## config.mk

```make
export PLATFORM = sky130hd
export DESIGN_NAME = window_peak_keyframe_picker_unit
export DESIGN_NICKNAME = d
export VERILOG_FILES = /design/src/rtl/wpk_pkg.sv /design/src/rtl/wpk_ctrl.sv /design/src/rtl/wpk_dp.sv /design/src/rtl/window_peak_keyframe_picker_unit.sv
export SDC_FILE = /design/constraint.sdc
export NUM_CORES = 2
export LEC_CHECK = 0
export ABC_AREA = 0
export BUFFER_PORTS_ARGS = -buffer_cell sky130_fd_sc_hd__buf_2
export CAP_MARGIN = 20
export CORE_MARGIN = 4
export CORE_UTILIZATION = 65
export CTS_CLUSTER_DIAMETER = 150
export CTS_CLUSTER_SIZE = 30
export DETAILED_ROUTE_END_ITERATION = 10
export PLACE_DENSITY = 0.82
export SYNTH_ARGS = -nofsm -noshare
export SYNTH_HDL_FRONTEND = slang
export SYNTH_HIERARCHICAL = 1
export SYNTH_SLANG_ARGS = --single-unit
```

## constraint.sdc

```tcl
create_clock -name clock -period 6.48 [get_ports clock]
set_clock_uncertainty 0.15 [all_clocks]
set_input_delay 0.972 -clock clock [delete_from_list [all_inputs] [get_ports clock]]
set_output_delay 0.972 -clock clock [all_outputs]
set_load 0.05 [all_outputs]
```

## src/rtl/wpk_pkg.sv

```systemverilog
// ----------------------------------------------------------------------------
// wpk_pkg: shared types and constants of the window peak keyframe picker
// Field widths, register map and the command/status bundles between the
// controller and the datapath.
// ----------------------------------------------------------------------------
package wpk_pkg;

   localparam int SCORE_W = 16;   // score and clarity, unsigned Q1.15
   localparam int IDX_W   = 24;   // global frame index
   localparam int AREA_W  = 21;   // area threshold width
   localparam int CSR_AW  = 3;    // configuration address width
   localparam int CSR_DW  = 32;   // configuration data width

   localparam logic [SCORE_W-1:0] PEAK_THR_RESET = 16'd1638;
   localparam logic [AREA_W-1:0]  AREA_THR_RESET = 21'd5243;

   // Register select bit of the configuration address (paddr[2])
   localparam logic REG_PEAK = 1'b0;
   localparam logic REG_AREA = 1'b1;

   typedef struct packed {
      logic load;        // write the accepted transaction into the stores
      logic scan_start;  // arm a max search over the loaded window
      logic scan_run;    // step the max search
      logic span_start;  // arm a pass over the span around the peak
      logic span_run;    // step the span pass (sum, clarity, zero)
      logic emit_key;    // place a keyframe result in the output register
      logic emit_done;   // place the done marker, advance the window base
   } cmd_type;

   typedef struct packed {
      logic close;       // the offered transaction closes the window
      logic busy;        // a search or span pass is still in flight
      logic stop;        // the found peak ends the window
      logic want_emit;   // the span passed the area test and has a clear frame
      logic out_free;    // the output register can take a result
   } sts_type;

endpackage

```

## src/rtl/wpk_ctrl.sv

```systemverilog
// ----------------------------------------------------------------------------
// wpk_ctrl: sequencer of the window peak keyframe picker
// Steps through load, max search, peak test, span pass and result emission.
// ----------------------------------------------------------------------------
module wpk_ctrl (
   input  logic             clock,
   input  logic             reset,
   input  logic             req_tvalid,
   output logic             req_tready,
   input  wpk_pkg::sts_type sts,
   output wpk_pkg::cmd_type cmd
);

   localparam logic [2:0] ST_LOAD  = 3'd0;
   localparam logic [2:0] ST_SCAN  = 3'd1;
   localparam logic [2:0] ST_JUDGE = 3'd2;
   localparam logic [2:0] ST_SPAN  = 3'd3;
   localparam logic [2:0] ST_EMIT  = 3'd4;
   localparam logic [2:0] ST_DONE  = 3'd5;

   logic [2:0] state_ff;
   logic [2:0] state_in;

   always_comb begin
      cmd        = '0;
      state_in   = state_ff;
      req_tready = 1'b0;
      case (state_ff)
         ST_LOAD: begin
            req_tready = 1'b1;
            cmd.load   = req_tvalid;
            if (req_tvalid && sts.close) begin
               cmd.scan_start = 1'b1;
               state_in       = ST_SCAN;
            end
         end
         ST_SCAN: begin
            cmd.scan_run = 1'b1;
            if (!sts.busy) begin
               state_in = ST_JUDGE;
            end
         end
         ST_JUDGE: begin
            if (sts.stop) begin
               state_in = ST_DONE;
            end else begin
               cmd.span_start = 1'b1;
               state_in       = ST_SPAN;
            end
         end
         ST_SPAN: begin
            cmd.span_run = 1'b1;
            if (!sts.busy) begin
               if (sts.want_emit) begin
                  state_in = ST_EMIT;
               end else begin
                  cmd.scan_start = 1'b1;
                  state_in       = ST_SCAN;
               end
            end
         end
         ST_EMIT: begin
            if (sts.out_free) begin
               cmd.emit_key   = 1'b1;
               cmd.scan_start = 1'b1;
               state_in       = ST_SCAN;
            end
         end
         ST_DONE: begin
            if (sts.out_free) begin
               cmd.emit_done = 1'b1;
               state_in      = ST_LOAD;
            end
         end
         default: begin
            state_in = ST_LOAD;
         end
      endcase
   end

   always_ff @(posedge clock) begin
      if (reset) begin
         state_ff <= ST_LOAD;
      end else begin
         state_ff <= state_in;
      end
   end

endmodule

```

## src/rtl/wpk_dp.sv

```systemverilog
// ----------------------------------------------------------------------------
// wpk_dp: datapath of the window peak keyframe picker
// Score and clarity stores, address sequencing, max search, span sum,
// clarity search, span zeroing and the result register.
// ----------------------------------------------------------------------------
module wpk_dp #(
   parameter int WINDOW_LEN = 64,
   parameter int SPACING    = 8
) (
   input  logic                            clock,
   input  logic                            reset,
   input  wpk_pkg::cmd_type                cmd,
   output wpk_pkg::sts_type                sts,
   input  logic [2*wpk_pkg::SCORE_W-1:0]   req_tdata,
   input  logic                            req_tlast,
   input  logic [wpk_pkg::SCORE_W-1:0]     peak_thr,
   input  logic [wpk_pkg::AREA_W-1:0]      area_thr,
   output logic                            rsp_tvalid,
   input  logic                            rsp_tready,
   output logic [wpk_pkg::IDX_W-1:0]       rsp_tdata,
   output logic                            rsp_tuser,
   output logic                            rsp_tlast
);

   localparam int SW    = wpk_pkg::SCORE_W;
   localparam int AW    = $clog2(WINDOW_LEN);
   localparam int SUM_W = SW + $clog2(2 * SPACING + 2);
   localparam int CMP_W = (SUM_W > wpk_pkg::AREA_W) ? SUM_W : wpk_pkg::AREA_W;

   logic [SW-1:0] score_mem [WINDOW_LEN];
   logic [SW-1:0] clar_mem  [WINDOW_LEN];
   logic [SW-1:0] score_rd_ff;
   logic [SW-1:0] clar_rd_ff;

   logic [AW-1:0]    pos_ff,   pos_in;
   logic [AW-1:0]    last_ff,  last_in;
   logic [AW-1:0]    end_ff,   end_in;
   logic [AW-1:0]    addr_ff,  addr_in;
   logic             iss_ff,   iss_in;
   logic             rdv_ff,   rdv_in;
   logic [AW-1:0]    ridx_ff,  ridx_in;
   logic [SW-1:0]    best_ff,  best_in;
   logic [AW-1:0]    peak_ff,  peak_in;
   logic [SUM_W-1:0] sum_ff,   sum_in;
   logic [SW-1:0]    cbest_ff, cbest_in;
   logic [AW-1:0]    cidx_ff,  cidx_in;
   logic [wpk_pkg::IDX_W-1:0] base_ff, base_in;

   logic                      rsp_valid_ff, rsp_valid_in;
   logic [wpk_pkg::IDX_W-1:0] rsp_idx_ff,   rsp_idx_in;
   logic                      rsp_key_ff,   rsp_key_in;
   logic                      rsp_done_ff,  rsp_done_in;

   logic              run;
   logic              issue;
   logic              score_we;
   logic [AW-1:0]     score_wa;
   logic [SW-1:0]     score_wd;
   logic [AW:0]       peak_x;
   logic [AW:0]       hi_x;
   logic [AW-1:0]     span_lo;
   logic [AW-1:0]     span_hi;

   assign run   = cmd.scan_run | cmd.span_run;
   assign issue = run & iss_ff;

   // Zero each span entry as it is read; the read returns the old value
   assign score_we = cmd.load | (cmd.span_run & iss_ff);
   assign score_wa = cmd.load ? pos_ff : addr_ff;
   assign score_wd = cmd.load ? req_tdata[SW-1:0] : '0;

   always_ff @(posedge clock) begin
      if (score_we) begin
         score_mem[score_wa] <= score_wd;
      end
      score_rd_ff <= score_mem[addr_ff];
   end

   always_ff @(posedge clock) begin
      if (cmd.load) begin
         clar_mem[pos_ff] <= req_tdata[2*SW-1:SW];
      end
      clar_rd_ff <= clar_mem[addr_ff];
   end

   // Span bounds around the peak, clipped to the loaded window
   assign peak_x  = {1'b0, peak_ff};
   assign hi_x    = peak_x + (AW+1)'(SPACING);
   assign span_lo = (peak_x >= (AW+1)'(SPACING)) ? AW'(peak_x - (AW+1)'(SPACING)) : '0;
   assign span_hi = (hi_x > {1'b0, last_ff}) ? last_ff : hi_x[AW-1:0];

   assign sts.close     = req_tlast || (pos_ff == AW'(WINDOW_LEN - 1));
   assign sts.busy      = iss_ff | rdv_ff;
   assign sts.stop      = (best_ff == '0) || (best_ff < peak_thr);
   assign sts.want_emit = (CMP_W'(sum_ff) > CMP_W'(area_thr)) && (cbest_ff != '0);
   assign sts.out_free  = !rsp_valid_ff || rsp_tready;

   always_comb begin
      pos_in   = pos_ff;
      last_in  = last_ff;
      end_in   = end_ff;
      addr_in  = addr_ff;
      iss_in   = iss_ff;
      rdv_in   = issue;
      ridx_in  = addr_ff;
      best_in  = best_ff;
      peak_in  = peak_ff;
      sum_in   = sum_ff;
      cbest_in = cbest_ff;
      cidx_in  = cidx_ff;
      base_in  = base_ff;

      if (cmd.load) begin
         if (sts.close) begin
            last_in = pos_ff;
         end else begin
            pos_in = pos_ff + AW'(1);
         end
      end

      // Address sequencing for both passes
      if (issue) begin
         addr_in = addr_ff + AW'(1);
         if (addr_ff == end_ff) begin
            iss_in = 1'b0;
         end
      end
      if (cmd.scan_start) begin
         addr_in = '0;
         end_in  = last_in;
         iss_in  = 1'b1;
         best_in = '0;
         peak_in = '0;
      end
      if (cmd.span_start) begin
         addr_in  = span_lo;
         end_in   = span_hi;
         iss_in   = 1'b1;
         sum_in   = '0;
         cbest_in = '0;
      end

      // Keep the first position of the largest value
      if (cmd.scan_run && rdv_ff && (score_rd_ff > best_ff)) begin
         best_in = score_rd_ff;
         peak_in = ridx_ff;
      end
      if (cmd.span_run && rdv_ff) begin
         sum_in = sum_ff + SUM_W'(score_rd_ff);
         if (clar_rd_ff > cbest_ff) begin
            cbest_in = clar_rd_ff;
            cidx_in  = ridx_ff;
         end
      end

      if (cmd.emit_done) begin
         pos_in  = '0;
         base_in = base_ff + wpk_pkg::IDX_W'(WINDOW_LEN);
      end
   end

   always_comb begin
      rsp_valid_in = rsp_valid_ff;
      rsp_idx_in   = rsp_idx_ff;
      rsp_key_in   = rsp_key_ff;
      rsp_done_in  = rsp_done_ff;
      if (rsp_tready) begin
         rsp_valid_in = 1'b0;
      end
      if (cmd.emit_key) begin
         rsp_valid_in = 1'b1;
         rsp_idx_in   = base_ff + wpk_pkg::IDX_W'(cidx_ff);
         rsp_key_in   = 1'b1;
         rsp_done_in  = 1'b0;
      end
      if (cmd.emit_done) begin
         rsp_valid_in = 1'b1;
         rsp_idx_in   = '0;
         rsp_key_in   = 1'b0;
         rsp_done_in  = 1'b1;
      end
   end

   always_ff @(posedge clock) begin
      if (reset) begin
         pos_ff       <= '0;
         base_ff      <= '0;
         iss_ff       <= 1'b0;
         rdv_ff       <= 1'b0;
         rsp_valid_ff <= 1'b0;
      end else begin
         pos_ff       <= pos_in;
         base_ff      <= base_in;
         iss_ff       <= iss_in;
         rdv_ff       <= rdv_in;
         rsp_valid_ff <= rsp_valid_in;
      end
   end

   always_ff @(posedge clock) begin
      last_ff     <= last_in;
      end_ff      <= end_in;
      addr_ff     <= addr_in;
      ridx_ff     <= ridx_in;
      best_ff     <= best_in;
      peak_ff     <= peak_in;
      sum_ff      <= sum_in;
      cbest_ff    <= cbest_in;
      cidx_ff     <= cidx_in;
      rsp_idx_ff  <= rsp_idx_in;
      rsp_key_ff  <= rsp_key_in;
      rsp_done_ff <= rsp_done_in;
   end

   assign rsp_tvalid = rsp_valid_ff;
   assign rsp_tdata  = rsp_idx_ff;
   assign rsp_tuser  = rsp_key_ff;
   assign rsp_tlast  = rsp_done_ff;

endmodule

```

## src/rtl/window_peak_keyframe_picker_unit.sv

```systemverilog
// Loading: one transaction per cycle in the load state; after the close each peak takes a
//   max search over the n loaded positions and a span pass (span <= 2*SPACING+1), both
//   through the single score store read port; a final search precedes the done marker.
// Throughput: one window at a time; no transaction is taken until the done marker is placed.
// Reset: synchronous, active high; clears control, load position, window base and result
//   valid, restores both thresholds; the stores keep their contents.
// ----------------------------------------------------------------------------
// window_peak_keyframe_picker_unit: keyframe picker with peak suppression
// Loads a window of score/clarity pairs, then repeatedly takes the strongest
// peak, tests the span around it and reports the clearest frame of the span.
// ----------------------------------------------------------------------------
module window_peak_keyframe_picker_unit #(
   parameter int WINDOW_LEN = 64,   // positions per window, 17 to 1024
   parameter int SPACING    = 8     // half-width of the suppression span, 1 to 32
) (
   input  logic                          clock,
   input  logic                          reset,
   // Input stream
   input  logic                          req_tvalid,
   output logic                          req_tready,
   input  logic [31:0]                   req_tdata,   // [15:0] score, [31:16] clarity
   input  logic                          req_tlast,   // last_in_window
   // Result stream
   output logic                          rsp_tvalid,
   input  logic                          rsp_tready,
   output logic [23:0]                   rsp_tdata,   // [23:0] keyframe_index
   output logic                          rsp_tuser,   // [0] has_keyframe
   output logic                          rsp_tlast,   // window_done
   // Configuration port
   input  logic                          csr_psel,
   input  logic                          csr_penable,
   input  logic                          csr_pwrite,
   input  logic [wpk_pkg::CSR_AW-1:0]    csr_paddr,
   input  logic [wpk_pkg::CSR_DW-1:0]    csr_pwdata,
   output logic [wpk_pkg::CSR_DW-1:0]    csr_prdata,
   output logic                          csr_pready
);

   wpk_pkg::cmd_type cmd;
   wpk_pkg::sts_type sts;

   logic [wpk_pkg::SCORE_W-1:0] peak_thr_ff, peak_thr_in;
   logic [wpk_pkg::AREA_W-1:0]  area_thr_ff, area_thr_in;
   logic                        csr_wr;

   // Configuration registers: decode on the word select bit only
   assign csr_pready = 1'b1;
   assign csr_wr     = csr_psel & csr_penable & csr_pwrite & csr_pready;

   always_comb begin
      peak_thr_in = peak_thr_ff;
      area_thr_in = area_thr_ff;
      if (csr_wr) begin
         case (csr_paddr[2])
            wpk_pkg::REG_PEAK: peak_thr_in = csr_pwdata[wpk_pkg::SCORE_W-1:0];
            wpk_pkg::REG_AREA: area_thr_in = csr_pwdata[wpk_pkg::AREA_W-1:0];
            default: begin
               peak_thr_in = peak_thr_ff;
            end
         endcase
      end
   end

   always_comb begin
      case (csr_paddr[2])
         wpk_pkg::REG_PEAK: csr_prdata = wpk_pkg::CSR_DW'(peak_thr_ff);
         wpk_pkg::REG_AREA: csr_prdata = wpk_pkg::CSR_DW'(area_thr_ff);
         default:           csr_prdata = '0;
      endcase
   end

   always_ff @(posedge clock) begin
      if (reset) begin
         peak_thr_ff <= wpk_pkg::PEAK_THR_RESET;
         area_thr_ff <= wpk_pkg::AREA_THR_RESET;
      end else begin
         peak_thr_ff <= peak_thr_in;
         area_thr_ff <= area_thr_in;
      end
   end

   // Sequencer: owns the handshake on the input side
   wpk_ctrl u_ctrl (
      .clock      (clock),
      .reset      (reset),
      .req_tvalid (req_tvalid),
      .req_tready (req_tready),
      .sts        (sts),
      .cmd        (cmd)
   );

   // Stores, search logic and the result register
   wpk_dp #(
      .WINDOW_LEN (WINDOW_LEN),
      .SPACING    (SPACING)
   ) u_dp (
      .clock      (clock),
      .reset      (reset),
      .cmd        (cmd),
      .sts        (sts),
      .req_tdata  (req_tdata),
      .req_tlast  (req_tlast),
      .peak_thr   (peak_thr_ff),
      .area_thr   (area_thr_ff),
      .rsp_tvalid (rsp_tvalid),
      .rsp_tready (rsp_tready),
      .rsp_tdata  (rsp_tdata),
      .rsp_tuser  (rsp_tuser),
      .rsp_tlast  (rsp_tlast)
   );

`ifndef NO_ASSERTIONS
   // A result is either a keyframe or the done marker, never both or neither
   a_rsp_kind: assert property (@(posedge clock) disable iff (reset)
      rsp_tvalid |-> $onehot({rsp_tuser, rsp_tlast}))
      else $error("result is not exactly one of keyframe and done marker");

   // The done marker carries a zero index
   a_done_zero: assert property (@(posedge clock) disable iff (reset)
      (rsp_tvalid && rsp_tlast) |-> (rsp_tdata == '0))
      else $error("done marker carries a nonzero index");

   // Reset drops any pending result
   a_reset_clear: assert property (@(posedge clock)
      $past(reset) |-> !rsp_tvalid)
      else $error("result valid after reset");

   // No transaction is taken during a max search, a span pass or a keyframe emission
   a_no_load_in_search: assert property (@(posedge clock) disable iff (reset)
      (req_tvalid && req_tready) |-> !(cmd.scan_run || cmd.span_run || cmd.emit_key))
      else $error("input taken during search");
`endif

endmodule
```

==> flow_summary.yaml <==
grt:
  grt-ovfl-total: 0
  grt_pass1_wl_microns: 309000
  grt_pass1_vias: 45300
  antenna_found_initial: 6
  grt.total_usage: 0.298
  grt_max_degree: 123
detailed_routing:
  drc: 0
  wl_per_cell_microns: 32.5
  drtIter0Drc: 7299
  vias_per_cell: 7.04
  totalWireLength_microns: 211000
  vias: 45800
  firstDrtPassIters: 6
  drtAntennaViolNets: 0
layout:
  final_cells: 6508
  area_delta_synth_final_pct: 6.60
  final_core_util: 0.701
  design_area_sq_mm: 0.0954
  nets: 4849
  drive_gt1_frac: 0.216
timing:
  tightest_slew_ns: 1.18
  fin_setup_tns_ns: 0
  fin_crit_sh: 0.700
  rsz0062_at_grt: "false"
  finalSetupViolations: 0
  slew_viol_final: 0
  period_minus_slack_ns: 4.54
  final_hold_viol_count: 0
  relSlewSlack: 0.208
  whs_ns: 0.294
  fmax_ghz: 0.220
floorplanning:
  die_h_microns: 379
  pin_count: 136
  die_area_sq_mm: 0.144
  placementRows: 135
  die_w_microns: 379
  start_util: 0.657
  core_area_sq_mm: 0.136
cts:
  numClockSinks: 2262
  cts.clk_slew.worst_paths_ns: 0.12
  tritoncts: "built"
  worstSkewPairLatency_ns: 0.75
  cts_hold_buffers: 0
  cts_buffers: 85
  postCtsSetupBuffers: 0
  cts.path.max_buffers: 3
  htreeDepth: 3
  cts_resized: 0
  cts-root-buf: "clkbuf_16"
place:
  dpl.hpwl_microns: 124000
  dp_cells: 6351
  portBuffers: 110
  placement.cell_area_sq_mm: 0.0926
  place_congestion: 0.909
synth:
  yosys.area.top_type: "edfxtp_1"
  yosys_most_used_dff: "edfxtp_1"
  synth.area.top_cells: "edfxtp_1 71%, mux4_2 14%, dfxtp_1 3.4%"
  async_flop_share: 0
  yosysUniqueCellTypes: 71
  ys.warnings.count: 6
  synth_area_per_cell_sq_um: 19.9
  yosysSeqAreaShare: 0.742
  ys_ff_latch: 2262
  yosys.area.top_type_share: 0.708
  synth-edff-count: 2109
  syn_inst: 4508
  netlist_area_sq_mm: 0.0895
critical_path:
  cpPeakStageDelay_ns: 1.03
  end_kind: "flop"
  r2r_start: "u_ctrl/state_ff[0]$_SDFFE_PP0P_"
  crit_buf_inv: 0
  path_class: "reg -> reg"
  cp_top_family: "simple AND/OR/NAND/NOR gates"
  startpoint_type: "flop"
  path_max_fanout: 43
  crit_chain: "nor3_1, and2_2, mux2i_1, nor2b_1, nand3_1, nor2_2"
  critPathLaunch: "u_ctrl/state_ff[0]$_SDFFE_PP0P_"
  worstPathRequired_ns: 6.67
  cpMaxStageDelayCell: "nor2_2"
  crit_arrival_ns: 4.73
run:
  cap_violations: 0
power_and_ir_drop:
  leakagePower_nw: 30.7
  p_per_area_mw_per_mm2: 344
  peakVddDrop_uv: 293
worst_hold_path:
  holdCritPathClass: "reg -> reg"
  min_from: "u_dp/ridx_ff[5]$_DFF_P_"
status:
  outcome: "completed"
==> cell type report <==
| type | count | area [sq um] |
|---|---|---|
| antenna | 2 | 5.00 |
| clock buffer | 128 | 2310 |
| clock inverter | 6 | 71.3 |
| fill | 7781 | 40700 |
| inverter | 89 | 334 |
| multi-input combinational | 1926 | 21600 |
| sequential | 2262 | 66400 |
| tap | 1781 | 2230 |
| timing repair buffer | 314 | 2430 |
==> metrics by stage <==
| stage | setup slack [ns] | power (mW) |
|---|---|---|
| finish | 1.94 | 32.8 |
| global route | 1.82 | 34.0 |
| CTS | 2.02 | 32.7 |
| detailed placement | 1.86 | 26.2 |
| global placement | 2.09 | 25.9 |
| floorplan | 1.91 | 23.2 |
==> final timing paths <==
check | end | slack (ns) | cells past startpoint
max | u_dp/score_mem[23][2]$_DFFE_PP_ | 1.94 | 6
min | u_dp/cidx_ff[5]$_DFFE_PP_ | 0.29 | 0
min reg2reg | u_dp/cidx_ff[5]$_DFFE_PP_ | 0.29 | 0
max reg2reg | u_dp/score_mem[23][2]$_DFFE_PP_ | 1.94 | 6
==> cells by family (layout without fill, tap and decap cells) <==
logic type | count (synthesis) | after routing | share of synthesized area
compound gates | 454 | 454 | 0.0341
mux | 716 | 716 | 0.156
fa+ha+maj | 96 | 96 | 0.0135
flops | 2262 | 2262 | 0.742
other cells | 2 | 14 | 0.0000839
simple gates | 610 | 610 | 0.0327
xor+xnor | 38 | 38 | 0.00372
buf+inv | 330 | 537 | 0.0178
==> registers in the layout (all words and copies together), names as in the netlist, 6 cells and up <==
signal,flops
u_dp/sum_ff,21
area_thr_ff,21
u_dp/cbest_ff,16
u_dp/base_ff,18
u_dp/last_ff,6
u_dp/score_mem,1024
u_dp/ridx_ff,6
u_dp/score_rd_ff,16
u_dp/best_ff,16
peak_thr_ff,16
u_dp/peak_ff,6
u_dp/cidx_ff,6
u_dp/clar_mem,1024
u_dp/addr_ff,6
u_dp/pos_ff,6
u_dp/rsp_tdata,24
u_dp/clar_rd_ff,16
u_dp/end_ff,6
==> report_power, final <==
| group | internal (mW) | switching, mW | total [mW] | leakage [nW] |
|---|---|---|---|---|
| combinational | 3.55 | 5.60 | 9.15 | 9.12 |
| sequential | 16.7 | 0.348 | 17.0 | 20.4 |
| clock | 2.52 | 4.11 | 6.64 | 1.14 |
==> layer usage <==
layer	routed length, microns	part of all wire	GRT usage
met4	7610	0.036	0.0965
met1	74100	0.35	0.427
met3	28200	0.13	0.0702
met5	55	0.00026	0
met2	101000	0.48	0.464
==> cell usage after synthesis, types with 27 or more instances <==
| cell | number |
|---|---|
| o22ai_1 | 69 |
| clkbuf_1 | 95 |
| and2_1 | 29 |
| nor2_1 | 239 |
| inv_1 | 89 |
| a21o_1 | 40 |
| dfxtp_1 | 153 |
| buf_2 | 62 |
| nand3_1 | 70 |
| buf_4 | 42 |
| nand2_1 | 92 |
| mux4_2 | 542 |
| o21ai_0 | 59 |
| edfxtp_1 | 2109 |
| ha_1 | 95 |
| nand2b_1 | 59 |
| buf_1 | 27 |
| a211oi_1 | 56 |
| mux2i_1 | 150 |
| a22oi_1 | 55 |
| a21oi_1 | 77 |
==> cells in the final DEF, fill, tap and decap left out, types with 9 or more instances in the layout <==
cell       instances
ha_1              95
nor4_1             9
a21boi_0          26
xnor2_1           15
a21o_1            40
clkbuf_16         86
inv_1             89
edfxtp_1        2109
clkbuf_1          42
conb_1            12
and3_1            14
mux2_2            24
and2_1            13
nand4_1           26
nand2_1           92
nand2b_1          59
mux2i_1          150
buf_12            27
xor2_1            23
mux4_2           542
and2_2            17
o22ai_1           69
o21ai_0           59
a22o_1            17
nand3_1           70
nor3_1            20
a22oi_1           55
buf_4            174
o21a_1            10
a211oi_1          56
nor2_2            14
dfxtp_1          153
nor2b_1           12
buf_2            111
nor2_1           225
a21oi_1           77
==> worst register-to-register path, stage by stage, from the launching register on <==
cell     delay [ns]
dfxtp_1        0.44
nor3_1         0.41
and2_2         0.90
mux2i_1        0.48
nor2b_1        0.26
nand3_1        0.48
nor2_2         1.03
No activity file was read; power rests on OpenSTA's default activity.
